$ cat config.mk
export PLATFORM = sky130hd
export DESIGN_NAME = sensor_calibrate_and_lowpass_top
export DESIGN_NICKNAME = d
export VERILOG_FILES = /design/src/rtl/core/sclp_pkg.sv /design/src/rtl/core/sclp_front.sv /design/src/rtl/core/sclp_back.sv /design/src/rtl/core/sensor_calibrate_and_lowpass_top.sv
export VERILOG_INCLUDE_DIRS = /design/src /design/src/rtl/core
export SDC_FILE = /design/constraint.sdc
export NUM_CORES = 2
export LEC_CHECK = 0
export BUFFER_PORTS_ARGS = -buffer_cell sky130_fd_sc_hd__buf_4
export CAP_MARGIN = 20
export CORE_ASPECT_RATIO = 0.8
export CORE_UTILIZATION = 50
export CTS_BUF_LIST = sky130_fd_sc_hd__clkbuf_4
export DETAILED_ROUTE_END_ITERATION = 12
export HOLD_SLACK_MARGIN = 0.12
export PLACE_DENSITY = 0.66
export SLEW_MARGIN = 20
export SYNTH_ARGS = -nofsm -noshare
export SYNTH_HDL_FRONTEND = slang
export SYNTH_HIERARCHICAL = 1
export SYNTH_SLANG_ARGS = --single-unit
$ cat constraint.sdc
create_clock -name clk -period 8.5 [get_ports clk]
set_input_delay 0.85 -clock clk [delete_from_list [all_inputs] [get_ports clk]]
set_output_delay 0.85 -clock clk [all_outputs]
set_load 0.05 [all_outputs]
$ cat src/rtl/core/assert_macros.svh
// ----------------------------------------------------------------------------
// assertion macros
// shared concurrent assertion wrappers, clocked and disabled in reset
// ----------------------------------------------------------------------------
`ifndef ASSERT_MACROS_SVH
`define ASSERT_MACROS_SVH

// property must hold at every clock edge out of reset
`define ASSERT_ALWAYS(lbl, clk, rst_n, expr) \
    lbl: assert property (@(posedge clk) disable iff (!rst_n) (expr)) \
        else $error("assertion failed");

// consequent must hold in the cycle after the antecedent
`define ASSERT_NEXT(lbl, clk, rst_n, ante, cons) \
    lbl: assert property (@(posedge clk) disable iff (!rst_n) (ante) |=> (cons)) \
        else $error("assertion failed");

`endif

$ cat src/rtl/core/sclp_pkg.sv
// ----------------------------------------------------------------------------
// sclp_pkg
// types, calibration tables and constants of the calibrate and lowpass block
// ----------------------------------------------------------------------------
`default_nettype none

package sclp_pkg;

    // fixed formats
    localparam int TABLE_POINTS = 7;
    localparam int FRAC_BITS    = 16;   // distance fraction bits, metres in q16
    localparam int CH_W         = 3;
    localparam int RAW_W        = 16;
    localparam int ALPHA_W      = 16;
    localparam int DIST_W       = 18;
    localparam int SEG_W        = 3;
    localparam int OFF_W        = 13;   // widest segment spans 6300 codes
    localparam int SLOPE_W      = 20;
    localparam int SLOPE_FRAC   = 16;
    localparam int PROD_W       = OFF_W + SLOPE_W;
    localparam int BLEND_W      = ALPHA_W + 1 + DIST_W;

    // request queue between front and back
    localparam int QUEUE_DEPTH  = 2;
    localparam int PTR_W        = 1;
    localparam int LEVEL_W      = 2;

    localparam logic [ALPHA_W-1:0] ALPHA_RESET = 16'd2027;
    localparam logic [ALPHA_W:0]   ALPHA_ONE   = 17'h10000;
    localparam logic [DIST_W-1:0]  DIST_MAX    = '1;

    typedef logic signed [RAW_W-1:0] code_t;

    // breakpoints in converter code units
    localparam code_t CAL_CODE [TABLE_POINTS] = '{
        16'sd64, 16'sd1000, 16'sd1979, 16'sd2820, 16'sd3757, 16'sd4640, 16'sd10940
    };

    // breakpoint distances, micrometres rounded to q16 metres
    localparam logic [DIST_W-1:0] CAL_Y [TABLE_POINTS] = '{
        18'd5308, 18'd18874, 18'd32834, 18'd44958, 18'd57999, 18'd71107, 18'd160301
    };

    // segment slopes, distance lsb per code with 16 extra fraction bits,
    // last entry unused (clamped region)
    localparam logic [SLOPE_W-1:0] CAL_SLOPE [TABLE_POINTS] = '{
        20'd949852, 20'd934507, 20'd944778, 20'd912118, 20'd972872, 20'd927844, 20'd0
    };

    typedef struct packed {
        logic [CH_W-1:0]  channel;
        logic [SEG_W-1:0] seg;
        logic [OFF_W-1:0] off;
    } sclp_item_t;

    typedef enum logic [2:0] {
        BK_IDLE,
        BK_MUL,
        BK_ADD,
        BK_FILT,
        BK_DONE
    } sclp_back_state_t;

    typedef struct packed {
        logic busy;
        logic result_load;
    } sclp_back_status_t;

endpackage

`default_nettype wire

$ cat src/rtl/core/sclp_front.sv
// ----------------------------------------------------------------------------
// sclp_front
// finds the calibration segment of each request and queues it for the back
// ----------------------------------------------------------------------------
`default_nettype none

module sclp_front import sclp_pkg::*;
(
    input  wire logic              clk,
    input  wire logic              rst_n,
    input  wire logic              push,
    input  wire logic [CH_W-1:0]   channel,
    input  wire logic [RAW_W-1:0]  raw_code,
    output logic                   full,
    input  wire logic              q_pop,
    output sclp_item_t             q_item,
    output logic                   q_valid,
    output logic [LEVEL_W-1:0]     q_level
);

    sclp_item_t          item_c;
    code_t               code_c;
    logic [RAW_W:0]      diff_c;
    logic                push_fire;
    logic                pop_fire;

    sclp_item_t          mem_reg [QUEUE_DEPTH];
    logic [PTR_W-1:0]    wr_ptr_reg, wr_ptr_next;
    logic [PTR_W-1:0]    rd_ptr_reg, rd_ptr_next;
    logic [LEVEL_W-1:0]  level_reg, level_next;

    // segment search, clamped at both ends
    always_comb
    begin
        code_c         = code_t'(raw_code);
        item_c.channel = channel;
        item_c.seg     = '0;
        item_c.off     = '0;
        diff_c         = '0;
        priority if (code_c <= CAL_CODE[0])
        begin
            item_c.seg = '0;
        end
        else if (code_c >= CAL_CODE[TABLE_POINTS-1])
        begin
            item_c.seg = SEG_W'(TABLE_POINTS - 1);
        end
        else
        begin
            for (int i = 1; i < TABLE_POINTS - 1; i++)
            begin
                if (code_c >= CAL_CODE[i])
                begin
                    item_c.seg = SEG_W'(i);
                end
            end
            diff_c     = {code_c[RAW_W-1], code_c}
                       - {CAL_CODE[item_c.seg][RAW_W-1], CAL_CODE[item_c.seg]};
            item_c.off = diff_c[OFF_W-1:0];
        end
    end

    assign full      = (level_reg == LEVEL_W'(QUEUE_DEPTH));
    assign q_valid   = (level_reg != '0);
    assign push_fire = push && !full;
    assign pop_fire  = q_pop && q_valid;
    assign q_item    = mem_reg[rd_ptr_reg];
    assign q_level   = level_reg;

    always_comb
    begin
        wr_ptr_next = wr_ptr_reg;
        rd_ptr_next = rd_ptr_reg;
        level_next  = level_reg;
        if (push_fire)
        begin
            wr_ptr_next = (wr_ptr_reg == PTR_W'(QUEUE_DEPTH - 1)) ? '0 : wr_ptr_reg + 1'b1;
        end
        if (pop_fire)
        begin
            rd_ptr_next = (rd_ptr_reg == PTR_W'(QUEUE_DEPTH - 1)) ? '0 : rd_ptr_reg + 1'b1;
        end
        if (push_fire && !pop_fire)
        begin
            level_next = level_reg + 1'b1;
        end
        else if (pop_fire && !push_fire)
        begin
            level_next = level_reg - 1'b1;
        end
    end

    always_ff @(posedge clk or negedge rst_n)
    begin
        if (!rst_n)
        begin
            wr_ptr_reg <= '0;
            rd_ptr_reg <= '0;
            level_reg  <= '0;
        end
        else
        begin
            wr_ptr_reg <= wr_ptr_next;
            rd_ptr_reg <= rd_ptr_next;
            level_reg  <= level_next;
        end
    end

    always_ff @(posedge clk)
    begin
        if (push_fire)
        begin
            mem_reg[wr_ptr_reg] <= item_c;
        end
    end

endmodule

`default_nettype wire

$ cat src/rtl/core/sclp_back.sv
// ----------------------------------------------------------------------------
// sclp_back
// interpolates, runs the per-channel lowpass and holds the result register
// ----------------------------------------------------------------------------
`default_nettype none

module sclp_back import sclp_pkg::*;
#(
    parameter int CHANNELS = 8
)
(
    input  wire logic                clk,
    input  wire logic                rst_n,
    input  wire logic [ALPHA_W-1:0]  alpha,
    input  wire logic                q_valid,
    input  wire sclp_item_t          q_item,
    output logic                     q_pop,
    input  wire logic                out_pop,
    output logic                     out_valid,
    output logic [CH_W-1:0]          out_channel,
    output logic [DIST_W-1:0]        calibrated_distance,
    output logic [DIST_W-1:0]        filtered_distance,
    output sclp_back_status_t        status
);

    localparam int IDX_W = (CHANNELS > 1) ? $clog2(CHANNELS) : 1;

    sclp_back_state_t    state_reg, state_next;
    sclp_item_t          item_reg;
    logic [PROD_W-1:0]   prod_reg;
    logic [DIST_W-1:0]   y0_reg;
    logic [DIST_W-1:0]   dist_reg;
    logic [DIST_W-1:0]   old_reg;
    logic [BLEND_W-1:0]  blend_a_reg;
    logic [BLEND_W-1:0]  blend_b_reg;
    logic [DIST_W-1:0]   filt_reg [CHANNELS];
    logic                out_valid_reg, out_valid_next;
    logic [CH_W-1:0]     out_channel_reg;
    logic [DIST_W-1:0]   out_cal_reg;
    logic [DIST_W-1:0]   out_filt_reg;

    logic [CH_W-1:0]     ch_mod_c;
    logic [IDX_W-1:0]    idx_c;
    logic [DIST_W:0]     dist_sum_c;
    logic [DIST_W-1:0]   dist_c;
    logic [BLEND_W-1:0]  blend_sum_c;
    logic [DIST_W-1:0]   filt_c;
    logic                load_c;

    // channel folded onto the state entries
    always_comb
    begin
        ch_mod_c = item_reg.channel;
        for (int k = 0; k < (1 << CH_W) - 1; k++)
        begin
            if (int'(ch_mod_c) >= CHANNELS)
            begin
                ch_mod_c = ch_mod_c - CH_W'(CHANNELS);
            end
        end
        idx_c = IDX_W'(ch_mod_c);
    end

    assign dist_sum_c  = {1'b0, y0_reg} + (DIST_W + 1)'(prod_reg[PROD_W-1:SLOPE_FRAC]);
    assign dist_c      = dist_sum_c[DIST_W] ? DIST_MAX : dist_sum_c[DIST_W-1:0];
    assign blend_sum_c = blend_a_reg + blend_b_reg;
    assign filt_c      = blend_sum_c[ALPHA_W +: DIST_W];

    always_comb
    begin
        state_next = state_reg;
        q_pop      = 1'b0;
        load_c     = 1'b0;
        unique case (state_reg)
            BK_IDLE:
            begin
                q_pop = q_valid;
                if (q_valid)
                begin
                    state_next = BK_MUL;
                end
            end
            BK_MUL:  state_next = BK_ADD;
            BK_ADD:  state_next = BK_FILT;
            BK_FILT: state_next = BK_DONE;
            BK_DONE:
            begin
                load_c = !out_valid_reg || out_pop;
                if (load_c)
                begin
                    state_next = BK_IDLE;
                end
            end
            default: state_next = BK_IDLE;
        endcase
    end

    always_comb
    begin
        out_valid_next = out_valid_reg;
        if (load_c)
        begin
            out_valid_next = 1'b1;
        end
        else if (out_pop)
        begin
            out_valid_next = 1'b0;
        end
    end

    always_ff @(posedge clk or negedge rst_n)
    begin
        if (!rst_n)
        begin
            state_reg     <= BK_IDLE;
            out_valid_reg <= 1'b0;
        end
        else
        begin
            state_reg     <= state_next;
            out_valid_reg <= out_valid_next;
        end
    end

    // lowpass state, cleared at reset
    always_ff @(posedge clk or negedge rst_n)
    begin
        if (!rst_n)
        begin
            for (int c = 0; c < CHANNELS; c++)
            begin
                filt_reg[c] <= '0;
            end
        end
        else if (load_c)
        begin
            filt_reg[idx_c] <= filt_c;
        end
    end

    always_ff @(posedge clk)
    begin
        if (q_pop)
        begin
            item_reg <= q_item;
        end
        if (state_reg == BK_MUL)
        begin
            prod_reg <= PROD_W'(item_reg.off) * PROD_W'(CAL_SLOPE[item_reg.seg]);
            y0_reg   <= CAL_Y[item_reg.seg];
        end
        if (state_reg == BK_ADD)
        begin
            dist_reg <= dist_c;
            old_reg  <= filt_reg[idx_c];
        end
        if (state_reg == BK_FILT)
        begin
            blend_a_reg <= BLEND_W'(alpha) * BLEND_W'(dist_reg);
            blend_b_reg <= BLEND_W'(ALPHA_ONE - {1'b0, alpha}) * BLEND_W'(old_reg);
        end
        if (load_c)
        begin
            out_channel_reg <= item_reg.channel;
            out_cal_reg     <= dist_reg;
            out_filt_reg    <= filt_c;
        end
    end

    assign out_valid           = out_valid_reg;
    assign out_channel         = out_channel_reg;
    assign calibrated_distance = out_cal_reg;
    assign filtered_distance   = out_filt_reg;
    assign status.busy         = (state_reg != BK_IDLE);
    assign status.result_load  = load_c;

endmodule

`default_nettype wire

$ cat src/rtl/core/sensor_calibrate_and_lowpass_top.sv
// ----------------------------------------------------------------------------
// sensor_calibrate_and_lowpass_top
// piecewise-linear sensor calibration followed by a per-channel lowpass
// ----------------------------------------------------------------------------
// usage
//   input queue: drive channel and raw_code with push; a request is taken on
//     a clock edge with push high and full low
//   result queue: while empty is low the oldest result is on out_channel,
//     calibrated_distance and filtered_distance; pop takes it
//   cfg_write with cfg_data loads filter_alpha (q0.16); write
//     it only while no request is in flight
// timing
//   front classifies in the accept cycle and parks the request in a 2-entry
//   queue; the back runs a 5-step sequencer (pop, multiply, add, blend,
//   write back); it pops a new request only from idle, after the write back
//   of the last one; the write back waits while a result is unpopped; this
//   sequence, with the per-channel state read-modify-write in it, sets the rate
// reset
//   queues empty, all channel lowpass states zero, filter_alpha 2027
// stall
//   a waiting result sits in the output register; the back finishes its
//   next request and waits, the queue fills and full rises
// ----------------------------------------------------------------------------
`default_nettype none
`include "assert_macros.svh"

module sensor_calibrate_and_lowpass_top import sclp_pkg::*;
#(
    parameter int CHANNELS = 8
)
(
    input  wire logic                clk,
    input  wire logic                rst_n,
    // input queue side
    input  wire logic                push,
    output logic                     full,
    input  wire logic [CH_W-1:0]     channel,
    input  wire logic [RAW_W-1:0]    raw_code,
    // result queue side
    output logic                     empty,
    input  wire logic                pop,
    output logic [CH_W-1:0]          out_channel,
    output logic [DIST_W-1:0]        calibrated_distance,
    output logic [DIST_W-1:0]        filtered_distance,
    // filter_alpha register
    input  wire logic                cfg_write,
    input  wire logic [ALPHA_W-1:0]  cfg_data
);

    logic [ALPHA_W-1:0]  alpha_reg;
    sclp_item_t          q_item;
    logic                q_valid;
    logic                q_pop;
    logic [LEVEL_W-1:0]  q_level;
    logic                out_valid;
    logic                out_pop;
    sclp_back_status_t   back_status;

    // lowpass weight of the new sample
    always_ff @(posedge clk or negedge rst_n)
    begin
        if (!rst_n)
        begin
            alpha_reg <= ALPHA_RESET;
        end
        else if (cfg_write)
        begin
            alpha_reg <= cfg_data;
        end
    end

    // accept side: segment search and request queue
    sclp_front u_front
    (
        .clk      (clk),
        .rst_n    (rst_n),
        .push     (push),
        .channel  (channel),
        .raw_code (raw_code),
        .full     (full),
        .q_pop    (q_pop),
        .q_item   (q_item),
        .q_valid  (q_valid),
        .q_level  (q_level)
    );

    assign empty   = !out_valid;
    assign out_pop = pop && out_valid;

    // execute side: interpolation, lowpass and result register
    sclp_back #(
        .CHANNELS (CHANNELS)
    ) u_back
    (
        .clk                 (clk),
        .rst_n               (rst_n),
        .alpha               (alpha_reg),
        .q_valid             (q_valid),
        .q_item              (q_item),
        .q_pop               (q_pop),
        .out_pop             (out_pop),
        .out_valid           (out_valid),
        .out_channel         (out_channel),
        .calibrated_distance (calibrated_distance),
        .filtered_distance   (filtered_distance),
        .status              (back_status)
    );

    // a finished request shows up on the result side next cycle
    `ASSERT_NEXT(a_result_after_load, clk, rst_n, back_status.result_load, !empty)
    // a waiting result is never overwritten
    `ASSERT_ALWAYS(a_no_overwrite, clk, rst_n, !(back_status.result_load && !empty && !pop))
    // results are only loaded by a running sequencer
    `ASSERT_ALWAYS(a_load_busy, clk, rst_n, !back_status.result_load || back_status.busy)
    // request queue stays within its depth
    `ASSERT_ALWAYS(a_queue_level, clk, rst_n, q_level <= LEVEL_W'(QUEUE_DEPTH))
    // interpolation never passes the last breakpoint distance
    `ASSERT_ALWAYS(a_distance_range, clk, rst_n, empty || (calibrated_distance <= CAL_Y[TABLE_POINTS-1]))

endmodule

`default_nettype wire
* Word-level counts from Yosys, hierarchy flattened
Memories as Yosys holds them, arrays and structs flattened. A register that Yosys moved wholly into a read port is not among the register bits.
Cells that the tools add are included.
** Word-level totals
- Word-level logic and storage cells :: 108
- Input port bits :: 40
- Output and inout port bits :: 41
- Memories kept :: 4
- Register bits :: 344
- Memory bits (read-only) :: 432
- Bits in writable memories :: 38
** Memory list
- (name not given) :: depth 8, bits a word 20, read ports 1, clocked after memory_dff 0, write ports 0, line sclp_back.sv:149 : prod_reg <= PROD_W'(item_reg.off) * PROD_W'(CAL_SLOPE[item_reg.seg]);
- (name not given) :: depth 8, bits a word 18, read ports 1, clocked after memory_dff 1, write ports 0, line sclp_back.sv:150 : y0_reg <= CAL_Y[item_reg.seg];
- (name not given) :: depth 8, bits a word 16, read ports 1, clocked after memory_dff 0, write ports 0, line sclp_front.sv:58 : - {CAL_CODE[item_c.seg][RAW_W-1], CAL_CODE[item_c.seg]};
- u_front.mem_reg :: depth 2, bits a word 19, read ports 1, clocked after memory_dff 1, write ports 1, line sclp_front.sv:27 : sclp_item_t mem_reg [QUEUE_DEPTH];
** Operators by class
- $lt $le $gt $ge :: 11
- $add $sub $neg :: 8
- Reduce and logical (&&, ||, !) cells :: 16
- Multiplexer cells :: 34
- Multipliers :: 3
- Bitwise logic cells :: 3
- Equal/unequal tests :: 7
** Operator list (number)
- 144-bit bitwise mux :: 1
- 18-bit binary-select mux with 3-bit select :: 1
- 18-bit demux with 3-bit select :: 1
- 18-bit two-way mux :: 3
- 13-bit two-way mux :: 4
- 20-bit two-way mux :: 2
- 35-bit by 18-bit multiplier with 34-bit output :: 1
- 34-bit adder :: 1
- 16-bit by 18-bit multiplier with 34-bit output :: 1
- 13-bit by 20-bit multiplier with 33-bit output :: 1
- 16-bit by 13-bit >= comparator with 1-bit output (second input constant) :: 2
- 3-bit two-way mux :: 8
- 18-bit by 17-bit adder with 19-bit output :: 1
- 17-bit by 16-bit subtractor with 18-bit output (first input constant) :: 1
- 16-bit by 11-bit >= comparator with 1-bit output (second input constant) :: 1
- 16-bit by 12-bit >= comparator with 1-bit output (second input constant) :: 1
- 16-bit by 14-bit >= comparator with 1-bit output (second input constant) :: 1
- 16-bit by 15-bit >= comparator with 1-bit output (second input constant) :: 1
- 16-bit by 8-bit less-or-equal comparator with 1-bit output (second input constant) :: 1
- 3-bit one-hot mux with 5 select lines :: 1
- 13-bit subtractor :: 1
- 4-bit >= comparator (second input constant) :: 3
- 3-bit NOT with 4-bit output :: 3
- 1-bit two-way mux :: 9
- other kinds (16) :: 32

* Depth between registers and ports, before layout
- Word-level depth :: 15
- Mapped depth :: 31
- Gate-level depth less buffers :: 30

* By module
Netlist, hierarchy kept.
** Modules (own cells, without submodules)
- sclp_back :: area each 41666.2 um^2, instances 1, cells an instance 4188
- sclp_front :: area each 2643.8 um^2, instances 1, cells an instance 228
- sensor_calibrate_and_lowpass_top :: area each 670.6 um^2, instances 1, cells an instance 36

* Worst setup path before layout
Ideal clock, no wire load.
- Path type :: reg-to-reg
- Start :: register alpha_reg[0]
- End :: register u_back.blend_b_reg[33], data pin
- Required time :: 8.241 ns
- Path slack :: 1.268 ns
- Stages on the path, launching flop included :: 28
- Data arrival time :: 6.973 ns
- Clock period less this slack :: 7.232 ns
- Cell sequence :: dfstp_2 inv_1 ha_1 nand2_1 or3_1 clkbuf_1 xor2_1 clkbuf_1 nand2_1 fa_1 inv_1 fa_1 fa_1 fa_1 fa_1 inv_1 fa_1 inv_1 ha_1 a2111oi_0 o21ai_0 a31oi_1 nor2b_1 o21ai_0 o211ai_1 a21oi_1 o211a_1 a211o_1
** On the way
- Word-level cells in the longest chain between the ends :: 2
** RTL lines
- start: declaration :: line sensor_calibrate_and_lowpass_top.sv:50 : logic [ALPHA_W-1:0] alpha_reg;
- start signal: assignment :: line sensor_calibrate_and_lowpass_top.sv:68 : alpha_reg <= cfg_data;
- 17-bit by 16-bit subtractor with 18-bit output :: line sclp_back.sv:160 : blend_b_reg <= BLEND_W'(ALPHA_ONE - {1'b0, alpha}) * BLEND_W'(old_reg);
- 35-bit by 18-bit multiplier with 34-bit output :: line sclp_back.sv:160
- end signal: assignment :: line sclp_back.sv:160
- end: declaration :: line sclp_back.sv:35 : logic [BLEND_W-1:0] blend_b_reg;
No other way between the ends.
A chain may end at the register's enable or synchronous reset.

* Worst setup path after layout
Same ends and word-level chain as after synthesis.

==> impl_metrics.csv <==
group,metric,value,unit
outcome,status,"finished clean",
global_routing,antenna_found_initial,1,
detailed_routing,first_pass_iters,6,
cells_and_area,layout.nets,5612,
detailed_routing,drc_errors,0,
logic_synthesis,synth_area,44970,um2
sta,rsz0062_at_grt,"false",
logic_synthesis,syn-num-nets,5513,
global_routing,grt_start_max_net_pins,70,
sta,finalCritPeriodShare,94.29,%
detailed_routing,vias_per_cell,5.385,
cts,cts_tree,"done",
global_routing,grt_usage,26.02,%
detailed_routing,met2WireLength,50.97,mm
cells_and_area,syn_to_final_growth,7.851,%
cts,clk_pin_slew,0.07,ns
sta,min_period,8.015,ns
sta,setup_violations,0,
critical_path,crit_path_end_kind,"flip-flop",
cts,clockRootBuffer,"clkbuf_4",
cts,clk_latency,0.89,ns
die,dieHeight,270.3,um
placed_design,io_buffer_count,80,
die,pin_count,81,
cells_and_area,design_area,48500,um2
detailed_routing,met1_length,51.85,mm
critical_path,arrival,8.62,ns
placed_design,gp_congestion,0.9056,
cts,numClockSinks,402,
cells_and_area,drive_gt1_share,11.39,%
placed_design,place_area,46980,um2
die,core_region_area,88350,um2
detailed_routing,route.met3.wl,8.609,mm
critical_path,worst_ep_required_time,9.10,ns
sta,slew_headroom,24.14,%
min_path,holdCritPathClass,"input pin to flip-flop",
die,row_count,97,
die,dieArea,91160,um2
placed_design,post-dp-hpwl,85.99,mm
logic_synthesis,syn_area_per_cell,10.10,um2
detailed_routing,num_vias,31420,
die,fp.dieW,337.3,um
sta,drv_slew,0,
critical_path,crit_path_max_fanout,10,
detailed_routing,top_layer_used,"met4",
cts,cts_buffers,105,
sta,finalSetupTns,0,ns
cts,postCtsSetupBuffers,0,
critical_path,crit_type,"flip-flop to flip-flop",
cells_and_area,num-fill-cells,7996,
critical_path,start_kind,"flip-flop",
global_routing,grt_pass1_wl,183.7,mm
detailed_routing,wl_per_cell,19.50,um
cells_and_area,largest_reg_flops,144,
cts,cts_max_level,3,
logic_synthesis,ys_warn_count,6,
detailed_routing,drtIter0Drc,2155,
die,start_util,50.90,%
detailed_routing,ant_nets,0,
sta,hold_violations,0,
logic_synthesis,syn-instance-count,4451,
sta,skew,0.08438,ns
sta,max_freq,124.8,MHz
sta,tightestPinTransition,1.130,ns
global_routing,grt_pass1_vias,33110,
job,max-cap-violations,0,
detailed_routing,routed_wl,113.8,mm
cts,clockBufferDepth,3,
global_routing,grt_overflow,0,
-- critical path, stage by stage (launching register included) --
cell and delay [ns]:
dfstp_2 0.53, inv_1 0.05, ha_1 0.22, nand2_1 0.10
or3_1 0.24, nor4_1 0.11, xnor2_1 0.80, buf_4 0.32
nand2_1 0.09, fa_1 0.48, fa_1 0.51, inv_1 0.05
fa_1 0.49, fa_1 0.41, fa_1 0.51, inv_1 0.05
fa_1 0.53, inv_1 0.04, ha_1 0.36, a2111oi_0 0.39
o21ai_0 0.22, a31oi_1 0.23, nor2b_1 0.14, o21ai_0 0.11
o211ai_1 0.16, a21oi_1 0.16, o211a_1 0.24, a211o_1 0.21
-- through the flow --
stage | std cells | hold WS, ns | setup slack [ns] | util (%)
6_report | 5834 | 0.2251 | 0.4851 | 54.90
5_1_grt | 5832 | 0.1352 | 0.04443 | 54.89
4_1_cts | 5830 | 0.1240 | 0.5261 | 54.82
3_5_place_dp | 5629 | 0.4708 | 0.5770 | 53.17
3_3_place_gp | 5629 | 0.4625 | 0.7136 | 53.17
2_1_floorplan | 4451 | 0.4244 | 1.268 | -
-- what timing repair did --
item	in CTS	in global routing
endpoints found under the hold margin	38	0
resized for setup	0	0
hold buffers	1	0
-- final timing paths --
path / start / cells after the start / slack [ns] / to
setup reg to reg: alpha_reg[0] / 27 / 0.49 / u_back/blend_b_reg[33]
max in group asynchronous: rst_n / 4 / 6.02 / u_back/filt_reg[106]
setup / recovery: alpha_reg[0] / 27 / 0.49 / u_back/blend_b_reg[33]
min in group asynchronous: rst_n / 2 / 0.50 / u_front/wr_ptr_reg
hold / removal: cfg_data[14] / 2 / 0.23 / alpha_reg[14]
hold reg to reg: u_back/filt_reg[143] / 2 / 0.48 / u_back/filt_reg[143]
-- routing by layer --
metal,track usage (%),vias up
met5,0,-
met4,5.933,0
met3,4.516,150
met2,40.10,985
met1,38.23,15910
li1,-,14380
-- area by class of cell --
class	count	area, um2	area share [%]
multi-input combinational	3006	29840	61.52
sequential	402	11240	23.18
inverter	878	3296	6.795
tap	1188	1486	3.065
timing repair buffer	157	1192	2.458
clock buffer	158	1186	2.445
clock inverter	42	256.5	0.5288
antenna	3	7.507	0.01548
-- cells in the final DEF, fill, tap and decap left out, drive strengths merged, types with 6 or more instances in the layout --
cell    instances
inv           884
fa            646
nand2         531
ha            376
and2          357
edfxtp        234
dfrtp         159
clkbuf        158
buf           156
mux2          131
o21ai         129
nor2          108
a21oi          91
xnor2          84
a22oi          73
nand2b         46
a21o           38
xor2           37
nor3           35
clkinv         35
nor2b          33
and3           26
nand4          23
o21a           22
nand3          20
a211oi         18
a31oi          16
a211o          14
o21bai         13
or2            13
or3            10
dfstp           9
o211ai          8
nor4            8
o31ai           7
o211a           6
and4            6
or4             6
Power is left out: the tool's default activity adds up to more than one toggle a clock period on the data nets, which glitch-free logic cannot reach.
